==> src/hw/rtl/utf8_latin_fold_to_ascii_core_assert.svh <==
// assertion macros for the latin fold core
`ifndef UTF8_LATIN_FOLD_TO_ASCII_CORE_ASSERT_SVH
`define UTF8_LATIN_FOLD_TO_ASCII_CORE_ASSERT_SVH

// same-cycle implication, checked outside reset
`define ULFA_ASSERT_IMPLY(label, clk, rst, lhs, rhs) \
   label: assert property (@(posedge clk) disable iff (rst) (lhs) |-> (rhs)) \
      else $error("implication check failed");

// next-cycle implication, checked outside reset
`define ULFA_ASSERT_NEXT(label, clk, rst, lhs, rhs) \
   label: assert property (@(posedge clk) disable iff (rst) (lhs) |=> (rhs)) \
      else $error("next-cycle check failed");

`endif

==> src/hw/rtl/ulfa_pkg.sv <==
// types, constants and fold tables shared by the latin fold core
`default_nettype none

package ulfa_pkg;

   localparam int QUEUE_DEPTH = 2;
   localparam int QPTR_W      = $clog2(QUEUE_DEPTH);
   localparam int QCNT_W      = $clog2(QUEUE_DEPTH + 1);

   localparam logic [7:0] LEAD_C2      = 8'hC2;
   localparam logic [7:0] LEAD_C3      = 8'hC3;
   localparam logic [7:0] LEAD_C4      = 8'hC4;
   localparam logic [7:0] LEAD_C5      = 8'hC5;
   localparam logic [7:0] UPPER_FIRST  = 8'h41;
   localparam logic [7:0] UPPER_LAST   = 8'h5A;
   localparam logic [7:0] CASE_OFFSET  = 8'd32;

   localparam logic [1:0] PAGE_NONE = 2'd0;
   localparam logic [1:0] PAGE_C3   = 2'd1;
   localparam logic [1:0] PAGE_C4   = 2'd2;
   localparam logic [1:0] PAGE_C5   = 2'd3;

   localparam logic [1:0] SKIP_NONE  = 2'd0;
   localparam logic [1:0] SKIP_TWO   = 2'd1;
   localparam logic [1:0] SKIP_THREE = 2'd2;
   localparam logic [1:0] SKIP_FOUR  = 2'd3;

   localparam logic [2:0] ADDR_STRIP_MODE = 3'd0;

   // up to two characters from the fold table
   typedef struct packed {
      logic [1:0] count;
      logic [6:0] c0;
      logic [6:0] c1;
   } ulfa_rom_type;

   // one queued work entry: characters plus string-end flag
   typedef struct packed {
      logic [1:0] count;
      logic [6:0] c0;
      logic [6:0] c1;
      logic       last;
   } ulfa_entry_type;

   // decoder state seen from outside
   typedef struct packed {
      logic [1:0] pending_page;
      logic [1:0] skip_remaining;
   } ulfa_front_status_type;

   function automatic ulfa_rom_type rom_none();
      ulfa_rom_type r;
      r.count = 2'd0;
      r.c0    = 7'd0;
      r.c1    = 7'd0;
      return r;
   endfunction

   function automatic ulfa_rom_type rom_one(input logic [7:0] a);
      ulfa_rom_type r;
      r.count = 2'd1;
      r.c0    = a[6:0];
      r.c1    = 7'd0;
      return r;
   endfunction

   function automatic ulfa_rom_type rom_two(input logic [7:0] a, input logic [7:0] b);
      ulfa_rom_type r;
      r.count = 2'd2;
      r.c0    = a[6:0];
      r.c1    = b[6:0];
      return r;
   endfunction

   // page c3: both halves match except the last entry
   function automatic ulfa_rom_type rom_c3(input logic [5:0] idx, input logic strip);
      ulfa_rom_type r;
      if (idx == 6'd63) begin
         r = rom_one("y");
      end else begin
         unique case (idx[4:0])
            5'd0, 5'd1, 5'd2, 5'd3, 5'd5: r = rom_one("a");
            5'd4:  r = strip ? rom_one("a") : rom_two("a", "e");
            5'd6:  r = rom_two("a", "e");
            5'd7:  r = rom_one("c");
            5'd8, 5'd9, 5'd10, 5'd11:     r = rom_one("e");
            5'd12, 5'd13, 5'd14, 5'd15:   r = rom_one("i");
            5'd16: r = rom_one("d");
            5'd17: r = rom_one("n");
            5'd18, 5'd19, 5'd20, 5'd21:   r = rom_one("o");
            5'd22: r = strip ? rom_one("o") : rom_two("o", "e");
            5'd23: r = rom_none();
            5'd24: r = rom_one("o");
            5'd25, 5'd26, 5'd27:          r = rom_one("u");
            5'd28: r = strip ? rom_one("u") : rom_two("u", "e");
            5'd29: r = rom_one("y");
            5'd30: r = rom_two("t", "h");
            5'd31: r = strip ? rom_one("s") : rom_two("s", "s");
         endcase
      end
      return r;
   endfunction

   function automatic ulfa_rom_type rom_c4(input logic [5:0] idx);
      ulfa_rom_type r;
      priority if (idx < 6'd6)  r = rom_one("a");
      else if (idx < 6'd14)     r = rom_one("c");
      else if (idx < 6'd18)     r = rom_one("d");
      else if (idx < 6'd28)     r = rom_one("e");
      else if (idx < 6'd36)     r = rom_one("g");
      else if (idx < 6'd40)     r = rom_one("h");
      else if (idx < 6'd50)     r = rom_one("i");
      else if (idx < 6'd52)     r = rom_two("i", "j");
      else if (idx < 6'd54)     r = rom_one("j");
      else if (idx < 6'd57)     r = rom_one("k");
      else                      r = rom_one("l");
      return r;
   endfunction

   function automatic ulfa_rom_type rom_c5(input logic [5:0] idx);
      ulfa_rom_type r;
      priority if (idx < 6'd3)  r = rom_one("l");
      else if (idx < 6'd12)     r = rom_one("n");
      else if (idx < 6'd18)     r = rom_one("o");
      else if (idx < 6'd20)     r = rom_two("o", "e");
      else if (idx < 6'd26)     r = rom_one("r");
      else if (idx < 6'd34)     r = rom_one("s");
      else if (idx < 6'd40)     r = rom_one("t");
      else if (idx < 6'd52)     r = rom_one("u");
      else if (idx < 6'd54)     r = rom_one("w");
      else if (idx < 6'd57)     r = rom_one("y");
      else if (idx < 6'd63)     r = rom_one("z");
      else                      r = rom_one("s");
      return r;
   endfunction

   function automatic ulfa_rom_type rom_lookup(input logic [1:0] page,
                                               input logic [5:0] idx,
                                               input logic       strip);
      ulfa_rom_type r;
      unique case (page)
         PAGE_C3:   r = rom_c3(idx, strip);
         PAGE_C4:   r = rom_c4(idx);
         PAGE_C5:   r = rom_c5(idx);
         default:   r = rom_none();
      endcase
      return r;
   endfunction

endpackage

`default_nettype wire

==> src/hw/rtl/ulfa_front.sv <==
// front end: takes input beats, tracks the utf-8 sequence state, looks up folds
`default_nettype none

module ulfa_front (
   input  wire logic                           clock,
   input  wire logic                           reset,
   input  wire logic                           strip_mode,
   input  wire logic                           req_valid,
   input  wire logic [7:0]                     req_in_byte,
   input  wire logic                           req_last_in_string,
   output logic                                req_stall,
   input  wire logic                           q_space,
   output logic                                q_push,
   output ulfa_pkg::ulfa_entry_type            q_entry,
   output ulfa_pkg::ulfa_front_status_type     status
);

   logic [1:0] page_ff, page_in;
   logic [1:0] skip_ff, skip_in;
   logic       fire;
   ulfa_pkg::ulfa_rom_type rom;
   ulfa_pkg::ulfa_rom_type chars;

   assign req_stall = !q_space;
   assign fire      = req_valid && q_space;

   assign rom = ulfa_pkg::rom_lookup(page_ff, req_in_byte[5:0], strip_mode);

   always_comb begin
      page_in = page_ff;
      skip_in = skip_ff;
      chars   = ulfa_pkg::rom_none();
      priority if (skip_ff != ulfa_pkg::SKIP_NONE) begin
         skip_in = skip_ff - 2'd1;
      end else if (page_ff != ulfa_pkg::PAGE_NONE) begin
         if (req_in_byte[7:6] == 2'b10) begin
            chars = rom;
         end
         page_in = ulfa_pkg::PAGE_NONE;
      end else if (!req_in_byte[7]) begin
         if (req_in_byte >= ulfa_pkg::UPPER_FIRST && req_in_byte <= ulfa_pkg::UPPER_LAST) begin
            chars = ulfa_pkg::rom_one(req_in_byte + ulfa_pkg::CASE_OFFSET);
         end else begin
            chars = ulfa_pkg::rom_one(req_in_byte);
         end
      end else if (req_in_byte == ulfa_pkg::LEAD_C3 || req_in_byte == ulfa_pkg::LEAD_C4 ||
                   req_in_byte == ulfa_pkg::LEAD_C5) begin
         page_in = 2'(req_in_byte - ulfa_pkg::LEAD_C2);
      end else if (req_in_byte[7:5] == 3'b110) begin
         skip_in = ulfa_pkg::SKIP_TWO;
      end else if (req_in_byte[7:4] == 4'b1110) begin
         skip_in = ulfa_pkg::SKIP_THREE;
      end else if (req_in_byte[7:3] == 5'b11110) begin
         skip_in = ulfa_pkg::SKIP_FOUR;
      end else begin
         // stray continuation and f8..ff: dropped alone
         skip_in = skip_ff;
      end
      if (req_last_in_string) begin
         page_in = ulfa_pkg::PAGE_NONE;
         skip_in = ulfa_pkg::SKIP_NONE;
      end
   end

   always_ff @(posedge clock) begin
      if (reset) begin
         page_ff <= ulfa_pkg::PAGE_NONE;
         skip_ff <= ulfa_pkg::SKIP_NONE;
      end else if (fire) begin
         page_ff <= page_in;
         skip_ff <= skip_in;
      end
   end

   // beats that make no character and do not end a string are not queued
   assign q_entry.count = chars.count;
   assign q_entry.c0    = chars.c0;
   assign q_entry.c1    = chars.c1;
   assign q_entry.last  = req_last_in_string;
   assign q_push        = fire && (chars.count != 2'd0 || req_last_in_string);

   assign status.pending_page   = page_ff;
   assign status.skip_remaining = skip_ff;

endmodule

`default_nettype wire

==> src/hw/rtl/ulfa_queue.sv <==
// short entry queue between front and back end
`default_nettype none

module ulfa_queue (
   input  wire logic                   clock,
   input  wire logic                   reset,
   input  wire logic                   push,
   input  ulfa_pkg::ulfa_entry_type    push_entry,
   input  wire logic                   pop,
   output ulfa_pkg::ulfa_entry_type    head_entry,
   output logic                        head_valid,
   output logic                        full
);

   localparam int DEPTH = ulfa_pkg::QUEUE_DEPTH;
   localparam int PW    = ulfa_pkg::QPTR_W;
   localparam int CW    = ulfa_pkg::QCNT_W;

   ulfa_pkg::ulfa_entry_type slot_ff [DEPTH];
   logic [PW-1:0] wr_ptr_ff, wr_ptr_in;
   logic [PW-1:0] rd_ptr_ff, rd_ptr_in;
   logic [CW-1:0] count_ff, count_in;

   assign head_entry = slot_ff[rd_ptr_ff];
   assign head_valid = (count_ff != '0);
   assign full       = (count_ff == CW'(DEPTH));

   always_comb begin
      wr_ptr_in = wr_ptr_ff;
      rd_ptr_in = rd_ptr_ff;
      count_in  = count_ff;
      if (push) begin
         wr_ptr_in = (wr_ptr_ff == PW'(DEPTH - 1)) ? '0 : wr_ptr_ff + 1'b1;
      end
      if (pop) begin
         rd_ptr_in = (rd_ptr_ff == PW'(DEPTH - 1)) ? '0 : rd_ptr_ff + 1'b1;
      end
      if (push && !pop) begin
         count_in = count_ff + 1'b1;
      end else if (pop && !push) begin
         count_in = count_ff - 1'b1;
      end
   end

   always_ff @(posedge clock) begin
      if (reset) begin
         wr_ptr_ff <= '0;
         rd_ptr_ff <= '0;
         count_ff  <= '0;
      end else begin
         wr_ptr_ff <= wr_ptr_in;
         rd_ptr_ff <= rd_ptr_in;
         count_ff  <= count_in;
      end
   end

   always_ff @(posedge clock) begin
      if (push) begin
         slot_ff[wr_ptr_ff] <= push_entry;
      end
   end

endmodule

`default_nettype wire

==> src/hw/rtl/ulfa_back.sv <==
// back end: walks each queued entry and drives the result register
`default_nettype none

module ulfa_back (
   input  wire logic                   clock,
   input  wire logic                   reset,
   input  ulfa_pkg::ulfa_entry_type    head_entry,
   input  wire logic                   head_valid,
   output logic                        pop,
   output logic                        rsp_valid,
   input  wire logic                   rsp_stall,
   output logic [6:0]                  rsp_out_char,
   output logic                        rsp_char_valid,
   output logic                        rsp_run_last,
   output logic                        rsp_string_end
);

   logic       valid_ff, valid_in;
   logic [6:0] char_ff, char_in;
   logic       cvalid_ff, cvalid_in;
   logic       run_last_ff, run_last_in;
   logic       end_ff, end_in;
   logic [1:0] sub_ff, sub_in;
   logic [1:0] total;
   logic       load;
   logic       final_beat;

   assign total      = head_entry.count + {1'b0, head_entry.last};
   assign load       = head_valid && (!valid_ff || !rsp_stall);
   assign final_beat = (sub_ff == total - 2'd1);
   assign pop        = load && final_beat;

   always_comb begin
      valid_in    = valid_ff && rsp_stall;
      sub_in      = sub_ff;
      char_in     = char_ff;
      cvalid_in   = cvalid_ff;
      run_last_in = run_last_ff;
      end_in      = end_ff;
      if (load) begin
         valid_in = 1'b1;
         sub_in   = final_beat ? 2'd0 : sub_ff + 2'd1;
         if (sub_ff < head_entry.count) begin
            char_in     = (sub_ff == 2'd0) ? head_entry.c0 : head_entry.c1;
            cvalid_in   = 1'b1;
            run_last_in = !head_entry.last && (sub_ff == head_entry.count - 2'd1);
            end_in      = 1'b0;
         end else begin
            // string terminator
            char_in     = 7'd0;
            cvalid_in   = 1'b0;
            run_last_in = 1'b1;
            end_in      = 1'b1;
         end
      end
   end

   always_ff @(posedge clock) begin
      if (reset) begin
         valid_ff <= 1'b0;
         sub_ff   <= 2'd0;
      end else begin
         valid_ff <= valid_in;
         sub_ff   <= sub_in;
      end
   end

   always_ff @(posedge clock) begin
      char_ff     <= char_in;
      cvalid_ff   <= cvalid_in;
      run_last_ff <= run_last_in;
      end_ff      <= end_in;
   end

   assign rsp_valid      = valid_ff;
   assign rsp_out_char   = char_ff;
   assign rsp_char_valid = cvalid_ff;
   assign rsp_run_last   = run_last_ff;
   assign rsp_string_end = end_ff;

endmodule

`default_nettype wire

==> src/hw/rtl/utf8_latin_fold_to_ascii_core.sv <==
// top level of the utf-8 latin fold to lower-case ascii core
`default_nettype none

`include "utf8_latin_fold_to_ascii_core_assert.svh"

// utf-8 latin fold core: one input beat is one byte of a utf-8 string; result
// beats are lower-case ascii characters, plus a terminator beat after the byte
// flagged last_in_string. bytes below 0x80 pass (upper case lowered), lead
// bytes c3/c4/c5 fold the following continuation byte through a fixed table
// into zero to two characters, other sequences are dropped by their length code.
// rate: a byte is taken every cycle as long as each byte makes at most one
// result beat and rsp_stall is low; a byte that makes more result beats holds
// the back end until they are out, and a two-entry queue between the decoder
// and the result sequencer soaks up the difference, so the input stalls only
// once that queue is full. bytes pass the queue and then a result register.
// strip_mode (address 0) selects plain stripping of the german umlauts and
// sharp s when set, the two-letter expansion when clear; write it only while idle.
module utf8_latin_fold_to_ascii_core (
   input  wire logic        clock,
   input  wire logic        reset,
   // input channel
   input  wire logic        req_valid,
   output logic             req_stall,
   input  wire logic [7:0]  req_in_byte,
   input  wire logic        req_last_in_string,
   // result channel
   output logic             rsp_valid,
   input  wire logic        rsp_stall,
   output logic [6:0]       rsp_out_char,
   output logic             rsp_char_valid,
   output logic             rsp_run_last,
   output logic             rsp_string_end,
   // configuration port
   input  wire logic        csr_psel,
   input  wire logic        csr_penable,
   input  wire logic        csr_pwrite,
   input  wire logic [2:0]  csr_paddr,
   input  wire logic [31:0] csr_pwdata,
   output logic [31:0]      csr_prdata,
   output logic             csr_pready
);

   logic strip_ff, strip_in;
   logic cfg_write;

   logic                               q_push;
   logic                               q_pop;
   logic                               q_full;
   logic                               q_head_valid;
   ulfa_pkg::ulfa_entry_type           q_entry;
   ulfa_pkg::ulfa_entry_type           q_head;
   ulfa_pkg::ulfa_front_status_type    front_status;

   // register file: only strip_mode lives here
   assign csr_pready = 1'b1;
   assign cfg_write  = csr_psel && csr_penable && csr_pwrite &&
                       (csr_paddr == ulfa_pkg::ADDR_STRIP_MODE);
   assign strip_in   = cfg_write ? csr_pwdata[0] : strip_ff;
   assign csr_prdata = (csr_paddr == ulfa_pkg::ADDR_STRIP_MODE) ? {31'd0, strip_ff} : 32'd0;

   always_ff @(posedge clock) begin
      if (reset) begin
         strip_ff <= 1'b0;
      end else begin
         strip_ff <= strip_in;
      end
   end

   // decoder: state tracking and table lookup, one byte a cycle while the queue has room
   ulfa_front u_front (
      .clock              (clock),
      .reset              (reset),
      .strip_mode         (strip_ff),
      .req_valid          (req_valid),
      .req_in_byte        (req_in_byte),
      .req_last_in_string (req_last_in_string),
      .req_stall          (req_stall),
      .q_space            (!q_full || q_pop),
      .q_push             (q_push),
      .q_entry            (q_entry),
      .status             (front_status)
   );

   // decouples the decoder from the result sequencer
   ulfa_queue u_queue (
      .clock      (clock),
      .reset      (reset),
      .push       (q_push),
      .push_entry (q_entry),
      .pop        (q_pop),
      .head_entry (q_head),
      .head_valid (q_head_valid),
      .full       (q_full)
   );

   // emits one result beat per cycle from the queue head unless rsp_stall holds it
   ulfa_back u_back (
      .clock          (clock),
      .reset          (reset),
      .head_entry     (q_head),
      .head_valid     (q_head_valid),
      .pop            (q_pop),
      .rsp_valid      (rsp_valid),
      .rsp_stall      (rsp_stall),
      .rsp_out_char   (rsp_out_char),
      .rsp_char_valid (rsp_char_valid),
      .rsp_run_last   (rsp_run_last),
      .rsp_string_end (rsp_string_end)
   );

   // no beat is accepted into a full queue that is not draining
   `ULFA_ASSERT_IMPLY(a_no_overflow, clock, reset, q_push, !q_full || q_pop)
   // a last byte leaves the decoder with nothing held or skipped
   `ULFA_ASSERT_NEXT(a_end_clears_state, clock, reset,
      req_valid && !req_stall && req_last_in_string,
      front_status.pending_page == ulfa_pkg::PAGE_NONE &&
      front_status.skip_remaining == ulfa_pkg::SKIP_NONE)
   // the terminator carries no character and closes the run
   `ULFA_ASSERT_IMPLY(a_terminator_shape, clock, reset, rsp_valid && rsp_string_end,
      rsp_run_last && !rsp_char_valid && rsp_out_char == 7'd0)
   // a character beat never closes a string
   `ULFA_ASSERT_IMPLY(a_char_not_end, clock, reset, rsp_valid && rsp_char_valid,
      !rsp_string_end)

endmodule

`default_nettype wire

==> config.mk <==
export PLATFORM = sky130hd
export DESIGN_NAME = utf8_latin_fold_to_ascii_core
export DESIGN_NICKNAME = d
export VERILOG_FILES = /design/src/hw/rtl/ulfa_pkg.sv /design/src/hw/rtl/ulfa_front.sv /design/src/hw/rtl/ulfa_queue.sv /design/src/hw/rtl/ulfa_back.sv /design/src/hw/rtl/utf8_latin_fold_to_ascii_core.sv
export VERILOG_INCLUDE_DIRS = /design/src /design/src/hw/rtl
export SDC_FILE = /design/constraint.sdc
export NUM_CORES = 1
export LEC_CHECK = 0
export BUFFER_PORTS_ARGS = -buffer_cell sky130_fd_sc_hd__buf_4
export CELL_PAD_IN_SITES_DETAIL_PLACEMENT = 1
export CELL_PAD_IN_SITES_GLOBAL_PLACEMENT = 2
export CORE_UTILIZATION = 27
export CTS_CLUSTER_DIAMETER = 100
export DETAILED_ROUTE_END_ITERATION = 8
export GPL_TIMING_DRIVEN = 0
export PLACE_DENSITY_LB_ADDON = 0.2
export SLEW_MARGIN = 15
export SYNTH_ARGS = -nofsm -noshare
export SYNTH_HDL_FRONTEND = slang
export SYNTH_SLANG_ARGS = --single-unit
==> constraint.sdc <==
create_clock -name clock -period 7.6 [get_ports clock]
set_input_delay 0.76 -clock clock [delete_from_list [all_inputs] [get_ports clock]]
set_output_delay 0.76 -clock clock [all_outputs]
set_load 0.05 [all_outputs]
Word-level counts from Yosys, hierarchy flattened
Memories as Yosys holds them, arrays and structs flattened. A register that Yosys moved wholly into a read port is not among the register bits.
Index checks and enable logic that the tools add are counted.
{"block": "op_classes", "add_sub_neg": 11, "multipliers": 0, "n_div": 0, "order_cmp": 19, "n_eq_ne": 48, "n_shift": 0, "n_mux": 60, "bitwise": 0, "reduce_logical": 43}
{"cell": "16-bit two-way mux", "n": 27}
{"cell": "16-bit case mux with 16 select lines", "n": 1}
{"cell": "5-bit == test, second input constant", "n": 17}
{"cell": "6-bit less-than comparator, second input constant", "n": 8}
{"cell": "16-bit case mux with 3 select lines", "n": 1}
{"cell": "5-bit by 4-bit == test with 1-bit output, second input constant", "n": 8}
{"cell": "2-bit two-way mux", "n": 16}
{"cell": "8-bit == test, second input constant", "n": 3}
{"cell": "6-bit by 5-bit less-than comparator with 1-bit output, second input constant", "n": 4}
{"cell": "5-bit by 3-bit == test with 1-bit output, second input constant", "n": 4}
{"cell": "15-bit two-way mux", "n": 1}
{"cell": "14-bit two-way mux", "n": 1}
{"cell": "1-bit logical AND", "n": 12}
{"cell": "6-bit by 4-bit less-than comparator with 1-bit output, second input constant", "n": 2}
{"cell": "11-bit two-way mux", "n": 1}
{"cell": "5-bit by 2-bit == test with 1-bit output, second input constant", "n": 2}
{"cell": "1-bit two-way mux", "n": 10}
{"cell": "10-bit two-way mux", "n": 1}
{"cell": "2-bit nonzero test", "n": 5}
{"cell": "5-bit OR reduction", "n": 2}
{"cell": "3-bit nonzero test", "n": 3}
{"cell": "2-bit == test, second input constant", "n": 4}
{"cell": "8-bit by 7-bit greater-or-equal comparator with 1-bit output, second input constant", "n": 1}
{"cell": "8-bit by 7-bit <= comparator with 1-bit output, second input constant", "n": 1}
{"cell": "other kinds (28)", "n": 46}
{"block": "word_totals", "register_bits": 22, "latchBits": 0, "ram_bits": 34, "rom_bits": 0, "input_bits": 51, "out_inout_bits": 45, "word_cells": 194, "n_memories": 1}
{"name": "u_queue.slot_ff", "words": 2, "width": 17, "read_ports": 1, "rd_clocked_by_memory_dff": 1, "wr": 1, "line_no": "ulfa_queue.sv:19", "text": "ulfa_pkg::ulfa_entry_type slot_ff [DEPTH];"}

Logic depth before layout (Yosys ltp)
{"block": "depth", "ltp_word": 23, "mapped_depth": 12, "depth_no_buf": 11}

Modules after synthesis
Synthesis repeated with hierarchy kept, for this count alone.
{"block": "unflattened", "hier_cells": 382, "area_unflattened_um2": 3774.9}
{"mod": "ulfa_queue", "n_inst": 1, "cells_per_inst": 75, "area_each_um2": 1435.1, "seq_area_each_um2": 1121.1}
{"mod": "ulfa_front", "n_inst": 1, "cells_per_inst": 206, "area_each_um2": 1337.5, "seq_area_each_um2": 80.1}
{"mod": "ulfa_back", "n_inst": 1, "cells_per_inst": 59, "area_each_um2": 681.9, "seq_area_each_um2": 360.3}
{"mod": "utf8_latin_fold_to_ascii_core", "n_inst": 1, "cells_per_inst": 42, "area_each_um2": 320.3, "seq_area_each_um2": 20.0}

Least setup slack after synthesis
Ideal clock, no wire load.
{"block": "synth_timing", "path_type": "input port to flip-flop", "from": "in rsp_stall", "to": "mem u_queue.slot_ff[0][0] (netlist bit) (enable)", "setup_ps": 388, "arrival_time_ps": 2948, "required_ps": 7212, "slack_ps": 4264, "path_stages": 6, "n_path_buf": 0, "cell_sequence": "a2bb2oi_2 and2_4 a21oi_1 nor2b_1 o31a_1 nor2b_1"}
{"block": "synth_between", "elab_chain_len": 9}
{"item": "start: declaration", "line_no": "utf8_latin_fold_to_ascii_core.sv:28", "text": "input wire logic rsp_stall,"}
{"item": "1-bit logical NOT", "line_no": "ulfa_back.sv:29", "text": "assign load = head_valid && (!valid_ff || !rsp_stall);"}
{"item": "1-bit logical OR", "line_no": "ulfa_back.sv:29"}
{"item": "1-bit logical AND", "line_no": "ulfa_back.sv:29"}
{"item": "1-bit logical AND", "line_no": "ulfa_back.sv:31", "text": "assign pop = load && final_beat;"}
{"item": "1-bit logical OR", "line_no": "utf8_latin_fold_to_ascii_core.sv:78", "text": ".q_space (!q_full || q_pop),"}
{"item": "1-bit logical AND", "line_no": "ulfa_front.sv:25", "text": "assign fire = req_valid && q_space;"}
{"item": "1-bit logical AND", "line_no": "ulfa_front.sv:80", "text": "assign q_push = fire && (chars.count != 2'd0 || req_last_in_string);"}
{"item": "1-bit two-way mux", "line_no": "ulfa_queue.sv:58", "text": "if (push) begin"}
{"item": "1-bit two-way mux (implied by the code)", "line_no": "ulfa_queue.sv:59", "text": "slot_ff[wr_ptr_ff] <= push_entry;"}
{"item": "end: declaration", "line_no": "ulfa_queue.sv:19"}
Every way passes these cells.

==> flow_summary.toml <==
[worst_setup_path]
path_class = "flip-flop to primary output"
cp_num_buf_inv = 2
crit_slowest_cell = "xnor3_1"
worstReg2RegEnd = "u_queue.slot_ff[0][2]"
worstPathRequired_ns = 6.84
start_kind = "flip-flop"
r2r_slack_ns = 4.55
crit_path_frequent_cell = "buf_4"
crit_chain = "buf_4, mux2i_1, ha_1, xnor3_1, a21oi_1, buf_4"
crit_path_max_fanout = 10
cpPeakStageDelay_ns = 0.37
path_delay_family = "buffers and inverters"
crit_arrival_ns = 2.35
crit_path_end_kind = "primary output"
r2r_cells = 8

[detailed_routing]
routed_wl_um = 11000
firstDrtPassIters = 4
vias = 3154
wl_per_cell_um = 17.0
postRouteAntennaNets = 0
vias_per_cell = 4.86
drt_iter0_drc = 182
drc = 0

[power]
switchingPower_uw = 507
ir_drop_mv = 0.0995
swShare_pct = 40.3
p_leak_nw = 1.79
p_clk_share_pct = 18.1
p_int_uw = 750
pwr-share-comb_pct = 47.8
powerDensity_nw_per_um2 = 276
seqPwrFrac_pct = 34.1

[place]
portBuffers = 31
place_inst = 641
dp_hpwl_um = 8310
gp_congestion = 0.818
post-place-ws_ns = 4.13

[grt]
grt_pass1_wl_um = 17800
grt_remaining_overflow = 0
antenna_found_initial = 0
grtUsageTotal_pct = 15.8
grt_pass1_vias = 3203
grt_start_max_net_pins = 19

[run]
maxCapViolCount = 0

[floorplanning]
fp-row-count = 43
start_util_pct = 27.6
dieArea_um2 = 14700
die_x_um = 121
io_pins = 96
die_h_um = 121
core_region_area_um2 = 13900

[yosys]
synthFlopType = "edfxtp_1"
netlist_instances = 400
ys_types = 77
ys_ff_latch = 53
synthArstFlopShare_pct = 0
synth_area_per_cell_um2 = 9.59
synth-seq-area-share_pct = 38.1
synth-edff-count = 40
yosysWarnings = 0
syn_area_um2 = 3830
yosysTopAreaCell = "edfxtp_1"
yosysTopAreaCellShare_pct = 31.3
yosys-top-cells-area = "edfxtp_1 (31%), dfxtp_1 (6.8%), buf_4 (6.5%)"

[cells_and_area]
nFillCells = 1634
final_nets = 526
drive_gt1_share_pct = 24.1
n_antenna_cell = 0
syn_to_final_growth_pct = 18.9
final_cells = 649

[timing]
fin_crit_sh_pct = 40.9
slew_violations = 0
fin_ws_ns = 4.49
grt_setup_unrepaired = "no"
min_period_ns = 3.11
max_freq_ghz = 0.322
timing.slew.headroom_pct = 49.6
clock_skew_ns = 0.00521
hold_viol_final = 0
worstMarginPinSlew_ns = 0.753
finalSetupViolCount = 0
fin_setup_tns_ns = 0

[clocking]
h-tree-depth = 2
cts_resized = 0
holdBufCountCts = 0
postCtsSetupBuffers = 0
cts_buffers = 5
cts-root-buf = "clkbuf_16"
clock_path_buffers = 2
clock_latency_ns = 0.29
cts_tree = "built"
path_clk_slew_ns = 0.07
cts.sinks = 53

[min_path]
hold_path.class = "flip-flop to flip-flop"
hold_path_startpoint = "u_front.skip_ff[0]"
min_to = "u_front.skip_ff[0]"
hold_depth = 2

[run_status]
status = "complete, no violations"
-- synth_stat cells (all sizes together) (3+ instances only) --
cell	number
ha	7
edfxtp	40
and2	13
a21o	4
nand2	26
nand2b	4
a211oi	8
nor2	28
or3	4
mux2i	8
mux4	5
and3	4
or2	4
nand3	4
nor2b	11
nor3	15
o211ai	5
a21oi	26
inv	13
o21ai	25
xor2	5
a31oi	7
clkbuf	13
a211o	3
xnor2	5
dfxtp	13
nand3b	3
buf	48
-- per-stage QoR --
stage                     cell area [um^2]  hold slack [ns]  util (%)  total power, mW
final                                 4560            0.503      32.8             1.26
after global routing                  4560            0.546      32.8             1.33
after global placement                4410            0.480      31.7             1.03
after detailed placement              4410            0.500      31.8             1.04
after CTS                             4560            0.510      32.8             1.27
after floorplan                       3950            0.460         -            0.894
-- cell families (layout without fill, tap and decap cells) --
group	Yosys count	in the layout	share of synthesized area (%)
AND/OR/NAND/NOR	128	128	18.2
AO/OA/AOI/OAI	109	109	19.3
buffers and inverters	74	113	12.9
flip-flops	53	53	38.1
multiplexers	15	15	5.94
XOR/XNOR	11	11	2.87
adder cells (fa/ha/maj)	8	8	2.54
other	2	32	0.196
-- layout by cell type, fill, tap and decap left out, drive strengths merged, types with 7 or more instances in the layout --
master and count:
and2 13, dfxtp 13, a21oi 26, mux2i 8, a211oi 8, nand2 26, buf 79, inv 14
conb 32, nor3 15, edfxtp 40, clkbuf 18, o21ai 25, ha 7, nor2 28, nor2b 11
a31oi 7
-- worst max path at each step --
stage          startpoint                     end  slack, ns  depth (start not counted)
2_1_floorplan   rsp_stall   u_queue.slot_ff[0][0]       4.26                          6
3_3_place_gp    rsp_stall  u_queue.slot_ff[0][10]       3.77                          7
3_5_place_dp    rsp_stall   u_queue.slot_ff[0][3]       4.13                          7
4_1_cts         rsp_stall   u_queue.slot_ff[0][2]       4.43                          7
5_1_grt         flip-flop   u_queue.slot_ff[0][2]       4.26                          8
6_report        flip-flop               req_stall       4.49                          6
-- area by class of cell --
class / instances / area [um^2] / area share, %
Clock buffer: 5 / 125 / 2.74
Sequential cell: 53 / 1460 / 32.1
Buffer: 61 / 444 / 9.74
Tap cell: 180 / 225 / 4.94
Multi-Input combinational cell: 303 / 2000 / 43.8
Clock inverter: 3 / 26.3 / 0.576
Inverter: 13 / 48.8 / 1.07
Timing Repair Buffer: 31 / 233 / 5.10
-- metal layers --
| metal | vias to the layer above | GRT usage, % | wire (um) |
|---|---|---|---|
| met5 | - | 0 | 0 |
| met4 | 0 | 5.40 | 214 |
| met3 | 10 | 1.32 | 245 |
| met2 | 53 | 27.3 | 5450 |
| met1 | 1546 | 20.6 | 5140 |
| li1 | 1545 | - | - |
-- worst register-to-register path, delay by kind of cell (launching register included) --
| family | cells | cell delay [ns] |
|---|---|---|
| xor gates and xnor gates | 1 | 0.27 |
| DFF | 1 | 0.31 |
| buffers and inverters | 1 | 0.23 |
| and+or+nand+nor | 2 | 0.88 |
| adders and majority gates | 1 | 0.31 |
| AOI/OAI and AO/OA | 2 | 0.38 |
| muxes | 1 | 0.30 |
-- registers in the layout, summed over array words and instances (netlist names), named ones only --
| register | count |
|---|---|
| u_queue.rd_ptr_ff | 1 |
| u_queue.wr_ptr_ff | 1 |
| u_queue.count_ff | 2 |
| u_back.rsp_string_end | 1 |
| u_back.rsp_char_valid | 1 |
| u_back.rsp_valid | 1 |
| u_front.page_ff | 2 |
| strip_ff | 1 |
| u_back.rsp_out_char | 7 |
| u_back.rsp_run_last | 1 |
| u_back.sub_ff | 2 |
| u_queue.slot_ff | 30 |
| u_front.skip_ff | 2 |
-- power groups by stage --
stage / clock (mW) / sequential (mW) / combinational (mW)
3_5_place_dp: 0 / 0.437 / 0.603
4_1_cts: 0.234 / 0.430 / 0.606
3_3_place_gp: 0 / 0.434 / 0.597
6_report: 0.228 / 0.429 / 0.601
5_1_grt: 0.245 / 0.436 / 0.653
2_1_floorplan: 0 / 0.540 / 0.355
No activity file was read; power rests on OpenSTA's default activity.
